<file path="config.mk">
export PLATFORM = sky130hd
export DESIGN_NAME = xor_sprite_framebuffer_flat
export DESIGN_NICKNAME = d
export VERILOG_FILES = /design/src/rtl/xsfb_pkg.sv /design/src/rtl/xsfb_if.sv /design/src/rtl/xsfb_ram.sv /design/src/rtl/xsfb_row_xor.sv /design/src/rtl/xor_sprite_framebuffer.sv /design/src/flat_wrapper.sv
export SDC_FILE = /design/constraint.sdc
export NUM_CORES = 2
export LEC_CHECK = 0
export BUFFER_PORTS_ARGS = -buffer_cell sky130_fd_sc_hd__buf_2
export CAP_MARGIN = 30
export CELL_PAD_IN_SITES_DETAIL_PLACEMENT = 1
export CELL_PAD_IN_SITES_GLOBAL_PLACEMENT = 2
export CORE_MARGIN = 4
export CORE_UTILIZATION = 53
export CTS_CLUSTER_DIAMETER = 200
export DETAILED_ROUTE_END_ITERATION = 16
export PLACE_DENSITY = 0.83
export SLEW_MARGIN = 20
export SYNTH_ARGS = -nofsm -noshare
export SYNTH_HDL_FRONTEND = slang
export SYNTH_SLANG_ARGS = --single-unit
</file>
<file path="constraint.sdc">
create_clock -name clk -period 15.5 [get_ports clk]
set_clock_uncertainty 0.1 [all_clocks]
set_input_delay 3.1 -clock clk [delete_from_list [all_inputs] [get_ports clk]]
set_output_delay 3.1 -clock clk [all_outputs]
set_load 0.02 [all_outputs]
</file>
<file path="src/rtl/xsfb_pkg.sv">
`default_nettype none
package xsfb_pkg;

  localparam logic [1:0] CMD_CLEAR = 2'd0;
  localparam logic [1:0] CMD_DRAW  = 2'd1;
  localparam logic [1:0] CMD_READ  = 2'd2;
  localparam logic [1:0] CMD_NOP   = 2'd3;

  localparam int SPRITE_BITS = 8;

  typedef struct packed {
    logic pixel_value;
    logic row_collision;
    logic sprite_collision;
  } result_t;

endpackage
`default_nettype wire

</file>
<file path="src/rtl/xsfb_if.sv">
`default_nettype none
interface xsfb_in_if;
  logic       valid;
  logic       ready;
  logic [1:0] command;
  logic [7:0] pos_x;
  logic [7:0] pos_y;
  logic [3:0] row_offset;
  logic [7:0] sprite_byte;
  logic       last_row;

  modport source (
    output valid, command, pos_x, pos_y, row_offset, sprite_byte, last_row,
    input  ready
  );
  modport sink (
    input  valid, command, pos_x, pos_y, row_offset, sprite_byte, last_row,
    output ready
  );
endinterface

interface xsfb_out_if;
  logic valid;
  logic ready;
  logic pixel_value;
  logic row_collision;
  logic sprite_collision;

  modport source (
    output valid, pixel_value, row_collision, sprite_collision,
    input  ready
  );
  modport sink (
    input  valid, pixel_value, row_collision, sprite_collision,
    output ready
  );
endinterface
`default_nettype wire

</file>
<file path="src/rtl/xsfb_ram.sv">
`default_nettype none
module xsfb_ram #(
  parameter int WIDTH = 64,
  parameter int DEPTH = 32
) (
  input  wire logic                     clk,
  input  wire logic                     we,
  input  wire logic [$clog2(DEPTH)-1:0] waddr,
  input  wire logic [WIDTH-1:0]         wdata,
  input  wire logic                     re,
  input  wire logic [$clog2(DEPTH)-1:0] raddr,
  output logic      [WIDTH-1:0]         rdata
);

  logic [WIDTH-1:0] mem [DEPTH];

  always_ff @(posedge clk) begin
    if (we) begin
      mem[waddr] <= wdata;
    end
    if (re) begin
      rdata <= mem[raddr];
    end
  end

endmodule
`default_nettype wire

</file>
<file path="src/rtl/xsfb_row_xor.sv">
`default_nettype none
module xsfb_row_xor #(
  parameter int WIDTH = 64
) (
  input  wire logic [WIDTH-1:0]         word_in,
  input  wire logic [$clog2(WIDTH)-1:0] col,
  input  wire logic [7:0]               sprite_byte,
  output logic      [WIDTH-1:0]         word_out,
  output logic                          hit
);

  localparam int ColW = $clog2(WIDTH);

  logic [WIDTH-1:0] mask;

  always_comb begin
    logic [ColW-1:0] c;
    mask = '0;
    for (int i = 0; i < xsfb_pkg::SPRITE_BITS; i++) begin
      c = col + ColW'(i);
      if (sprite_byte[xsfb_pkg::SPRITE_BITS - 1 - i]) begin
        mask[c] = 1'b1;
      end
    end
  end

  assign hit      = |(word_in & mask);
  assign word_out = word_in ^ mask;

endmodule
`default_nettype wire

</file>
<file path="src/rtl/xor_sprite_framebuffer.sv">
`default_nettype none
// An accepted item's operands are registered as its frame row is read (registered);
// the result is registered when the item finishes, once the output slot is free.
// A new item is accepted only in the idle state, after the last one has finished
// and written back its modified row. Clear drops all per-row valid flags at once.
// Reset marks every row invalid (reads as zero) and clears the collision flag.
module xor_sprite_framebuffer #(
  parameter int SCREEN_WIDTH  = 64,
  parameter int SCREEN_HEIGHT = 32
) (
  input wire logic   clk,
  input wire logic   rst_n,
  xsfb_in_if.sink    in_ch,
  xsfb_out_if.source out_ch
);

  localparam int ColW = $clog2(SCREEN_WIDTH);
  localparam int RowW = $clog2(SCREEN_HEIGHT);

  localparam logic S_IDLE = 1'b0;
  localparam logic S_EXEC = 1'b1;

  logic                     state_r, state_nxt;
  logic [1:0]               cmd_r;
  logic [ColW-1:0]          col_r;
  logic [RowW-1:0]          row_r;
  logic [7:0]               byte_r;
  logic                     last_r;
  logic [SCREEN_HEIGHT-1:0] valid_r, valid_nxt;
  logic                     sticky_r, sticky_nxt;
  logic                     out_valid_r;
  xsfb_pkg::result_t        result_r, result;

  logic                     accept, slot_free, done;
  logic [7:0]               row_sum;
  logic [RowW-1:0]          acc_row;
  logic [SCREEN_WIDTH-1:0]  rdata, stored_word, new_word;
  logic                     hit, ram_we;

  assign in_ch.ready = (state_r == S_IDLE);
  assign accept      = in_ch.valid && in_ch.ready;
  assign slot_free   = !out_valid_r || out_ch.ready;
  assign done        = (state_r == S_EXEC) && slot_free;

  assign row_sum = in_ch.pos_y + {4'b0000, in_ch.row_offset};
  assign acc_row = (in_ch.command == xsfb_pkg::CMD_DRAW) ? row_sum[RowW-1:0]
                                                         : in_ch.pos_y[RowW-1:0];

  assign ram_we = done && (cmd_r == xsfb_pkg::CMD_DRAW);

  xsfb_ram #(
    .WIDTH(SCREEN_WIDTH),
    .DEPTH(SCREEN_HEIGHT)
  ) u_ram (
    .clk  (clk),
    .we   (ram_we),
    .waddr(row_r),
    .wdata(new_word),
    .re   (accept),
    .raddr(acc_row),
    .rdata(rdata)
  );

  assign stored_word = valid_r[row_r] ? rdata : '0;

  xsfb_row_xor #(
    .WIDTH(SCREEN_WIDTH)
  ) u_row_xor (
    .word_in    (stored_word),
    .col        (col_r),
    .sprite_byte(byte_r),
    .word_out   (new_word),
    .hit        (hit)
  );

  always_comb begin
    result     = '0;
    sticky_nxt = sticky_r;
    valid_nxt  = valid_r;
    unique case (cmd_r)
      xsfb_pkg::CMD_CLEAR: begin
        if (done) begin
          valid_nxt = '0;
        end
      end
      xsfb_pkg::CMD_DRAW: begin
        result.row_collision    = hit;
        result.sprite_collision = hit || sticky_r;
        if (done) begin
          sticky_nxt     = last_r ? 1'b0 : (hit || sticky_r);
          valid_nxt[row_r] = 1'b1;
        end
      end
      xsfb_pkg::CMD_READ: begin
        result.pixel_value = stored_word[col_r];
      end
      xsfb_pkg::CMD_NOP: begin
      end
    endcase
  end

  always_comb begin
    state_nxt = state_r;
    unique case (state_r)
      S_IDLE: begin
        if (accept) begin
          state_nxt = S_EXEC;
        end
      end
      S_EXEC: begin
        if (slot_free) begin
          state_nxt = S_IDLE;
        end
      end
    endcase
  end

  always_ff @(posedge clk) begin
    if (!rst_n) begin
      state_r     <= S_IDLE;
      valid_r     <= '0;
      sticky_r    <= 1'b0;
      out_valid_r <= 1'b0;
    end else begin
      state_r  <= state_nxt;
      valid_r  <= valid_nxt;
      sticky_r <= sticky_nxt;
      if (done) begin
        out_valid_r <= 1'b1;
      end else if (out_ch.ready) begin
        out_valid_r <= 1'b0;
      end
    end
  end

  always_ff @(posedge clk) begin
    if (!rst_n) begin
      cmd_r <= xsfb_pkg::CMD_NOP;
    end else if (accept) begin
      cmd_r <= in_ch.command;
    end
  end

  always_ff @(posedge clk) begin
    if (accept) begin
      col_r  <= in_ch.pos_x[ColW-1:0];
      row_r  <= acc_row;
      byte_r <= in_ch.sprite_byte;
      last_r <= in_ch.last_row;
    end
    if (done) begin
      result_r <= result;
    end
  end

  assign out_ch.valid            = out_valid_r;
  assign out_ch.pixel_value      = result_r.pixel_value;
  assign out_ch.row_collision    = result_r.row_collision;
  assign out_ch.sprite_collision = result_r.sprite_collision;

`ifndef SYNTHESIS
  a_accept_to_exec: assert property (@(posedge clk) disable iff (!rst_n)
    accept |=> (state_r == S_EXEC))
    else $error("accepted item did not enter execution");

  a_write_in_exec: assert property (@(posedge clk) disable iff (!rst_n)
    ram_we |-> (state_r == S_EXEC) && slot_free)
    else $error("frame memory written outside row update");

  a_last_clears_sticky: assert property (@(posedge clk) disable iff (!rst_n)
    done && (cmd_r == xsfb_pkg::CMD_DRAW) && last_r |=> !sticky_r)
    else $error("collision flag not cleared after last sprite row");

  a_done_gives_result: assert property (@(posedge clk) disable iff (!rst_n)
    done |=> out_valid_r)
    else $error("finished item produced no result");
`endif

endmodule
`default_nettype wire

</file>
<file path="src/flat_wrapper.sv">
// flat-port wrapper written by rule: the top's interface ports become plain ports
module xor_sprite_framebuffer_flat 
#(
  parameter int SCREEN_WIDTH  = 64,
  parameter int SCREEN_HEIGHT = 32
)
  (clk, rst_n, in_ch_valid, in_ch_command, in_ch_pos_x, in_ch_pos_y, in_ch_row_offset, in_ch_sprite_byte, in_ch_last_row, in_ch_ready, out_ch_valid, out_ch_pixel_value, out_ch_row_collision, out_ch_sprite_collision, out_ch_ready);
  xsfb_in_if in_ch_i ();
  xsfb_out_if out_ch_i ();
  input wire logic clk;
  input wire logic rst_n;
  input wire logic [$bits(in_ch_i.valid)-1:0] in_ch_valid;
  input wire logic [$bits(in_ch_i.command)-1:0] in_ch_command;
  input wire logic [$bits(in_ch_i.pos_x)-1:0] in_ch_pos_x;
  input wire logic [$bits(in_ch_i.pos_y)-1:0] in_ch_pos_y;
  input wire logic [$bits(in_ch_i.row_offset)-1:0] in_ch_row_offset;
  input wire logic [$bits(in_ch_i.sprite_byte)-1:0] in_ch_sprite_byte;
  input wire logic [$bits(in_ch_i.last_row)-1:0] in_ch_last_row;
  output wire logic [$bits(in_ch_i.ready)-1:0] in_ch_ready;
  output wire logic [$bits(out_ch_i.valid)-1:0] out_ch_valid;
  output wire logic [$bits(out_ch_i.pixel_value)-1:0] out_ch_pixel_value;
  output wire logic [$bits(out_ch_i.row_collision)-1:0] out_ch_row_collision;
  output wire logic [$bits(out_ch_i.sprite_collision)-1:0] out_ch_sprite_collision;
  input wire logic [$bits(out_ch_i.ready)-1:0] out_ch_ready;
  assign in_ch_i.valid = in_ch_valid;
  assign in_ch_i.command = in_ch_command;
  assign in_ch_i.pos_x = in_ch_pos_x;
  assign in_ch_i.pos_y = in_ch_pos_y;
  assign in_ch_i.row_offset = in_ch_row_offset;
  assign in_ch_i.sprite_byte = in_ch_sprite_byte;
  assign in_ch_i.last_row = in_ch_last_row;
  assign in_ch_ready = in_ch_i.ready;
  assign out_ch_valid = out_ch_i.valid;
  assign out_ch_pixel_value = out_ch_i.pixel_value;
  assign out_ch_row_collision = out_ch_i.row_collision;
  assign out_ch_sprite_collision = out_ch_i.sprite_collision;
  assign out_ch_i.ready = out_ch_ready;
  xor_sprite_framebuffer #(.SCREEN_WIDTH(SCREEN_WIDTH), .SCREEN_HEIGHT(SCREEN_HEIGHT)) u_core (.clk(clk), .rst_n(rst_n), .in_ch(in_ch_i), .out_ch(out_ch_i));
endmodule
</file>
# Word-level counts from Yosys, hierarchy flattened
# Memory sizes are Yosys's and may differ from the RTL's. A register that Yosys moved wholly into a read port is not among the register bits.
# Cells that the tools add are included.
[classes] n_addsub=8 n_lt_le_gt_ge=18 eq_ne=5 muxes=43 bitwise_logic=11 reduce_logical=21
[ops] operator="$mux 64" n=9
[ops] operator="$or 64x64->64" n=7
[ops] operator="$and 64x64->64" n=1
[ops] operator="$mux 32" n=2
[ops] operator="$pmux 32 s2" n=1
[ops] operator="$reduce_or 64->1" n=1
[ops] operator="$xor 64x64->64" n=1
[ops] operator="$lt 6x7->1 const B" n=8
[ops] operator="$demux 1 s6" n=8
[ops] operator="$ge 6x1->1 const B" n=8
[ops] operator="$or 32x32->32" n=1
[ops] operator="$add 6x3->6 const B" n=4
[ops] operator="$mux 1" n=18
[ops] operator="$add 6x2->6 const B" n=2
[ops] operator="$logic_and 1x1->1" n=12
[ops] operator="$add 6x1->6 const B" n=1
[ops] operator="$bmux 1 s6" n=1
[ops] operator="$lt 5x6->1 const B" n=1
[ops] operator="$add 5x4->5" n=1
[ops] operator="$bmux 1 s5" n=1
[ops] operator="$demux 1 s5" n=1
[ops] operator="$ge 5x1->1 const B" n=1
[ops] operator="$mux 5" n=1
[ops] operator="$eq 2x1->1 const B" n=2
[ops] operator="other kinds (10)" n=13
[totals] regBits=60 ram_bits=2048 elab_cells=119 memories=1
[mem_list] name="u_core.u_ram.mem" depth=32 word_bits=64 read_ports=1 rd_clocked_by_memory_dff=1 wr=1 line_no="xsfb_ram.sv:15" rtl="logic [WIDTH-1:0] mem [DEPTH];"

# Longest topological paths before layout
[depth] ltp_word=23 ltp_mapped=18 mapped_depth_nobuf=14

# Cells and area by module
# From an unflattened synthesis, not the netlist that was laid out.
[unflattened] cells_unflattened=4377 hier_area_um2=89254.4
[modules_own_cells] mod="xsfb_ram" instances=1 cells_per_inst=3097 area_per_inst_um2=79605.1
[modules_own_cells] mod="xsfb_row_xor" instances=1 cells_per_inst=903 area_per_inst_um2=6003.3
[modules_own_cells] mod="xor_sprite_framebuffer" instances=1 cells_per_inst=377 area_per_inst_um2=3646.0

# Least setup slack after synthesis
# OpenSTA, ideal clock, no wires.
[synth_path] path_kind="input -> register" from="input in_ch_valid" to="register u_core.cmd_r[0]" setup_ns=0.122 arrival_ns=7.378 t_required_ns=15.278 slack_ns=7.900 cell_stages=3 n_path_buf=0 path_cell_list="nor2b_1 -> mux2i_1 -> nand2_1"
[synth_via] elab_chain_cells=1
[synth_rtl] item="start: declaration" line_no="flat_wrapper.sv:12" rtl="input wire logic [$bits(in_ch_i.valid)-1:0] in_ch_valid;"
[synth_rtl] item="$logic_and 1x1->1" line_no="xor_sprite_framebuffer.sv:41" rtl="assign accept = in_ch.valid && in_ch.ready;"
[synth_rtl] item="end signal: assignment" line_no="xor_sprite_framebuffer.sv:138" rtl="cmd_r <= xsfb_pkg::CMD_NOP;"
[synth_rtl] item="end signal: assignment" line_no="xor_sprite_framebuffer.sv:140" rtl="cmd_r <= in_ch.command;"
[synth_rtl] item="end: declaration" line_no="xor_sprite_framebuffer.sv:24" rtl="logic [1:0] cmd_r;"
# Every way passes these cells.
# A chain may end at the register's enable or synchronous reset.

# Worst setup path in the final report
[layout_path] from="input in_ch_pos_y[0]" to="register u_core.u_ram.rdata[5] (read register of u_core.u_ram.mem), data pin"
[layout_via] elab_chain_cells=2
[layout_rtl] item="start: declaration" line_no="flat_wrapper.sv:15" rtl="input wire logic [$bits(in_ch_i.pos_y)-1:0] in_ch_pos_y;"
[layout_rtl] item="$add 5x4->5" line_no="xor_sprite_framebuffer.sv:45" rtl="assign row_sum = in_ch.pos_y + {4'b0000, in_ch.row_offset};"
[layout_rtl] item="$mux 5 (*)" line_no="xor_sprite_framebuffer.sv:46" rtl="assign acc_row = (in_ch.command == xsfb_pkg::CMD_DRAW) ? row_sum[RowW-1:0]"
[layout_rtl] item="end: declaration" line_no="xsfb_ram.sv:12" rtl="output logic [WIDTH-1:0] rdata"
# Mark *: on every way between the ends. The rest lies on a longest branch, timed or not.

==> insert_results.sql <==
INSERT INTO impl_metrics (metric_group, metric, value, unit) VALUES
('clock_network', 'clkLatencyLatePin', '0.87', 'ns'),
('pwr', 'cellPowerDensity', '127', 'nW/um2'),
('route', 'routed_wirelength', '285', 'mm'),
('synthesis', 'ys_async_sr_fraction', '0', '%'),
('pwr', 'vdd_ir_drop_max', '113', 'uV'),
('worst_setup_path', 'critPathArrivalTime', '7.75', 'ns'),
('floorplanning', 'die-area', '172000', 'um2'),
('layout', 'area_growth_syn_to_layout', '12.2', '%'),
('route', 'viasPerCell', '7.04', ''),
('worst_setup_path', 'critPathCaptureType', 'register', ''),
('worst_setup_path', 'critical_path_stages', '12', ''),
('layout', 'post_layout_nets', '5053', ''),
('route', 'firstDrtPassIters', '6', ''),
('synthesis', 'post_synth_fa_ha_maj_area_fraction', '1.05', '%'),
('global_route', 'gr-usage-met3', '6.48', '%'),
('synthesis', 'yosys_most_used_dff', 'sky130_fd_sc_hd__edfxtp_1', ''),
('worst_setup_path', 'critical-path-top-delay-family', 'buffers and inverters', ''),
('global_route', 'first_global_vias', '52000', ''),
('sta', 'finalSetupViolations', '0', ''),
('global_route', 'track_usage', '32.8', '%'),
('layout', 'mostFrequentLayoutCell', 'sky130_fd_sc_hd__edfxtp_1', ''),
('pwr', 'static_leakage', '34.2', 'nW'),
('clock_network', 'worst_setup_hold_path_clk_slew', '0.07', 'ns'),
('worst_setup_path', 'cp_num_buf_inv', '4', ''),
('worst_setup_path', 'cp_cell_sequence', 'buf_2 > ha_1 > fa_1 > a211oi_1 > nor3_1 > xnor2_2 > inv_8 > buf_12 > buf_12 > mux4_2 > a22oi_1 > nand4_1', ''),
('global_route', 'antenna_violations_before_repair', '12', ''),
('clock_network', 'cts_tree', 'built', ''),
('sta', 'timing.final.max_slew_violations', '0', ''),
('sta', 'timing.fmax', '0.135', 'GHz'),
('synthesis', 'ys_seq_elements', '2172', ''),
('global_route', 'grt_start_max_net_pins', '131', ''),
('layout', 'most-common-layout-cells', 'sky130_fd_sc_hd__edfxtp_1 (2135), sky130_fd_sc_hd__mux4_2 (385), sky130_fd_sc_hd__nand2_1 (376)', ''),
('route', 'drt-initial-drc-count', '7701', ''),
('sta', 'worst-slew-pin-transition', '1.09', 'ns'),
('clock_network', 'clock-sinks', '2172', ''),
('pwr', 'finalPower', '12.5', 'mW'),
('placed_design', 'dp.final_hpwl', '167', 'mm'),
('hold_path', 'hold_path_end', 'u_core.valid_r[28]', ''),
('route', 'drc_errors', '0', ''),
('worst_setup_path', 'reg2reg_from', 'u_core.col_r[2]', ''),
('sta', 'hold_violations', '0', ''),
('synthesis', 'synth-compound-area-share', '6.28', '%'),
('worst_setup_path', 'slowest_delay', '0.75', 'ns'),
('synthesis', 'synthesis.nets', '4867', ''),
('synthesis', 'synth.mux.area_fraction', '11.8', '%'),
('worst_setup_path', 'cp.required', '15.85', 'ns'),
('floorplanning', 'die_h', '414', 'um'),
('clock_network', 'post_cts_hold_buffer_count', '0', ''),
('synthesis', 'post_synth_and_or_nand_nor_area_fraction', '4.85', '%'),
('worst_setup_path', 'r2r.worst_path.cells', '16', ''),
('layout', 'finalNonFillerCells', '7291', ''),
('synthesis', 'synth.yosys.seq_area_share', '74.2', '%'),
('synthesis', 'syn-instance-count', '4759', ''),
('worst_setup_path', 'critPathLaunchType', 'primary input', ''),
('floorplanning', 'core_area', '163000', 'um2'),
('global_route', 'wire_length_of_the_first_global_routing_pass', '400', 'mm'),
('route', 'ant_nets', '0', ''),
('clock_network', 'cts_inserted_buffers', '208', ''),
('global_route', 'use_met1', '46.9', '%'),
('hold_path', 'whs_path_depth', '1', ''),
('synthesis', 'synth-xor-area-share', '0.249', '%'),
('worst_setup_path', 'crit_fanout', '130', ''),
('sta', 'portion_of_the_clock_cycle_consumed_by_the_worst_path_in_the_final_layout', '47.7', '%'),
('status', 'run_status', 'finished clean', ''),
('clock_network', 'cts.path.max_buffers', '3', ''),
('worst_setup_path', 'worst_path_most_repeated_cell', 'sky130_fd_sc_hd__buf_12', ''),
('synthesis', 'mappedNetlistArea', '87400', 'um2'),
('worst_setup_path', 'r2r_end', 'u_core.sticky_r', ''),
('clock_network', 'htreeDepth', '4', ''),
('synthesis', 'yosys_warnings', '0', ''),
('floorplanning', 'top_level_ports', '40', '');
## worst register-to-register path: stages, from the launching register on
cell and delay (ns):
sky130_fd_sc_hd__edfxtp_1 0.33, sky130_fd_sc_hd__buf_4 0.36, sky130_fd_sc_hd__buf_4 0.45, sky130_fd_sc_hd__ha_1 0.70
sky130_fd_sc_hd__o21ai_1 0.23, sky130_fd_sc_hd__and2_1 0.25, sky130_fd_sc_hd__a22o_1 0.45, sky130_fd_sc_hd__and2_0 0.57
sky130_fd_sc_hd__a221oi_1 0.49, sky130_fd_sc_hd__nand3_1 0.18, sky130_fd_sc_hd__ha_1 0.39, sky130_fd_sc_hd__nor4_1 0.45
sky130_fd_sc_hd__nand4_1 0.27, sky130_fd_sc_hd__nor4_2 0.46, sky130_fd_sc_hd__clkbuf_4 0.30, sky130_fd_sc_hd__o21ai_0 0.09
sky130_fd_sc_hd__and3_1 0.18
## cells in the mapped netlist, types with 76 or more instances
library cell / count / area [um2]
sky130_fd_sc_hd__a21oi_1: 92 / 460
sky130_fd_sc_hd__a221oi_1: 81 / 709
sky130_fd_sc_hd__a22oi_1: 223 / 1670
sky130_fd_sc_hd__a32oi_1: 128 / 1120
sky130_fd_sc_hd__and2_1: 76 / 475
sky130_fd_sc_hd__buf_2: 148 / 741
sky130_fd_sc_hd__clkbuf_1: 86 / 323
sky130_fd_sc_hd__edfxtp_1: 2135 / 64100
sky130_fd_sc_hd__mux2i_1: 161 / 1610
sky130_fd_sc_hd__mux4_2: 385 / 8670
sky130_fd_sc_hd__nand2_1: 376 / 1410
sky130_fd_sc_hd__nand3_1: 79 / 395
sky130_fd_sc_hd__nor2_1: 164 / 616
## per-stage QoR
step	area (um2)	worst slack (ns)	utilization, %
after CTS	97500	8.22	59.7
after floorplan	87400	7.90	-
after global routing	98100	8.07	60.1
after detailed placement	90900	7.37	55.7
after global placement	90600	7.40	55.5
final	98100	8.10	60.1
## power breakdown
part	internal (mW)	leakage, nW	switching (mW)	total [mW]
registers	6.52	22.7	0.0478	6.56
logic	0.322	8.38	0.684	1.01
clock network	2.70	3.18	2.22	4.93
## how the worst max path moves through the flow
stage / end / from / slack [ns]
floorplan: u_core.cmd_r[0] / in_ch_valid / 7.90
global placement: u_core.u_ram.rdata[7] / in_ch_pos_y[0] / 7.40
detailed placement: u_core.u_ram.rdata[6] / in_ch_pos_y[0] / 7.37
CTS: u_core.u_ram.rdata[7] / in_ch_pos_y[0] / 8.22
global route: u_core.u_ram.rdata[7] / in_ch_pos_y[0] / 8.07
finish: u_core.u_ram.rdata[5] / in_ch_pos_y[0] / 8.10
## cells by family (layout without fill, tap and decap cells)
logic type	Yosys count	in the layout
buf+inv	297	649
flops	2172	2172
compound gates	731	731
other cells	0	5
xor+xnor	24	24
simple gates	913	913
fa+ha+maj	73	73
mux	549	549
## layer usage
metal,wire [um],share of wire (%)
met3,29400,10
met5,52,0.018
met1,111000,39
met4,11500,4.0
met2,134000,47
## state kept, by name, summed over array words and instances (netlist names), 2 cells and up
signal	count
u_core.u_ram.mem	2048
u_core.u_ram.rdata	64
u_core.byte_r	8
u_core.row_r	5
u_core.cmd_r	2
u_core.valid_r	32
u_core.col_r	6
## area by class of cell
cell class / count / area (um2)
inverter: 27 / 116
timing repair buffer: 246 / 2320
fill: 14000 / 65200
antenna: 5 / 12.5
clock inverter: 122 / 1130
clock buffer: 254 / 5410
multi-input combinational: 2290 / 21600
sequential: 2172 / 64900
tap: 2175 / 2720
Note: power is estimated with default switching activity, not from simulation.
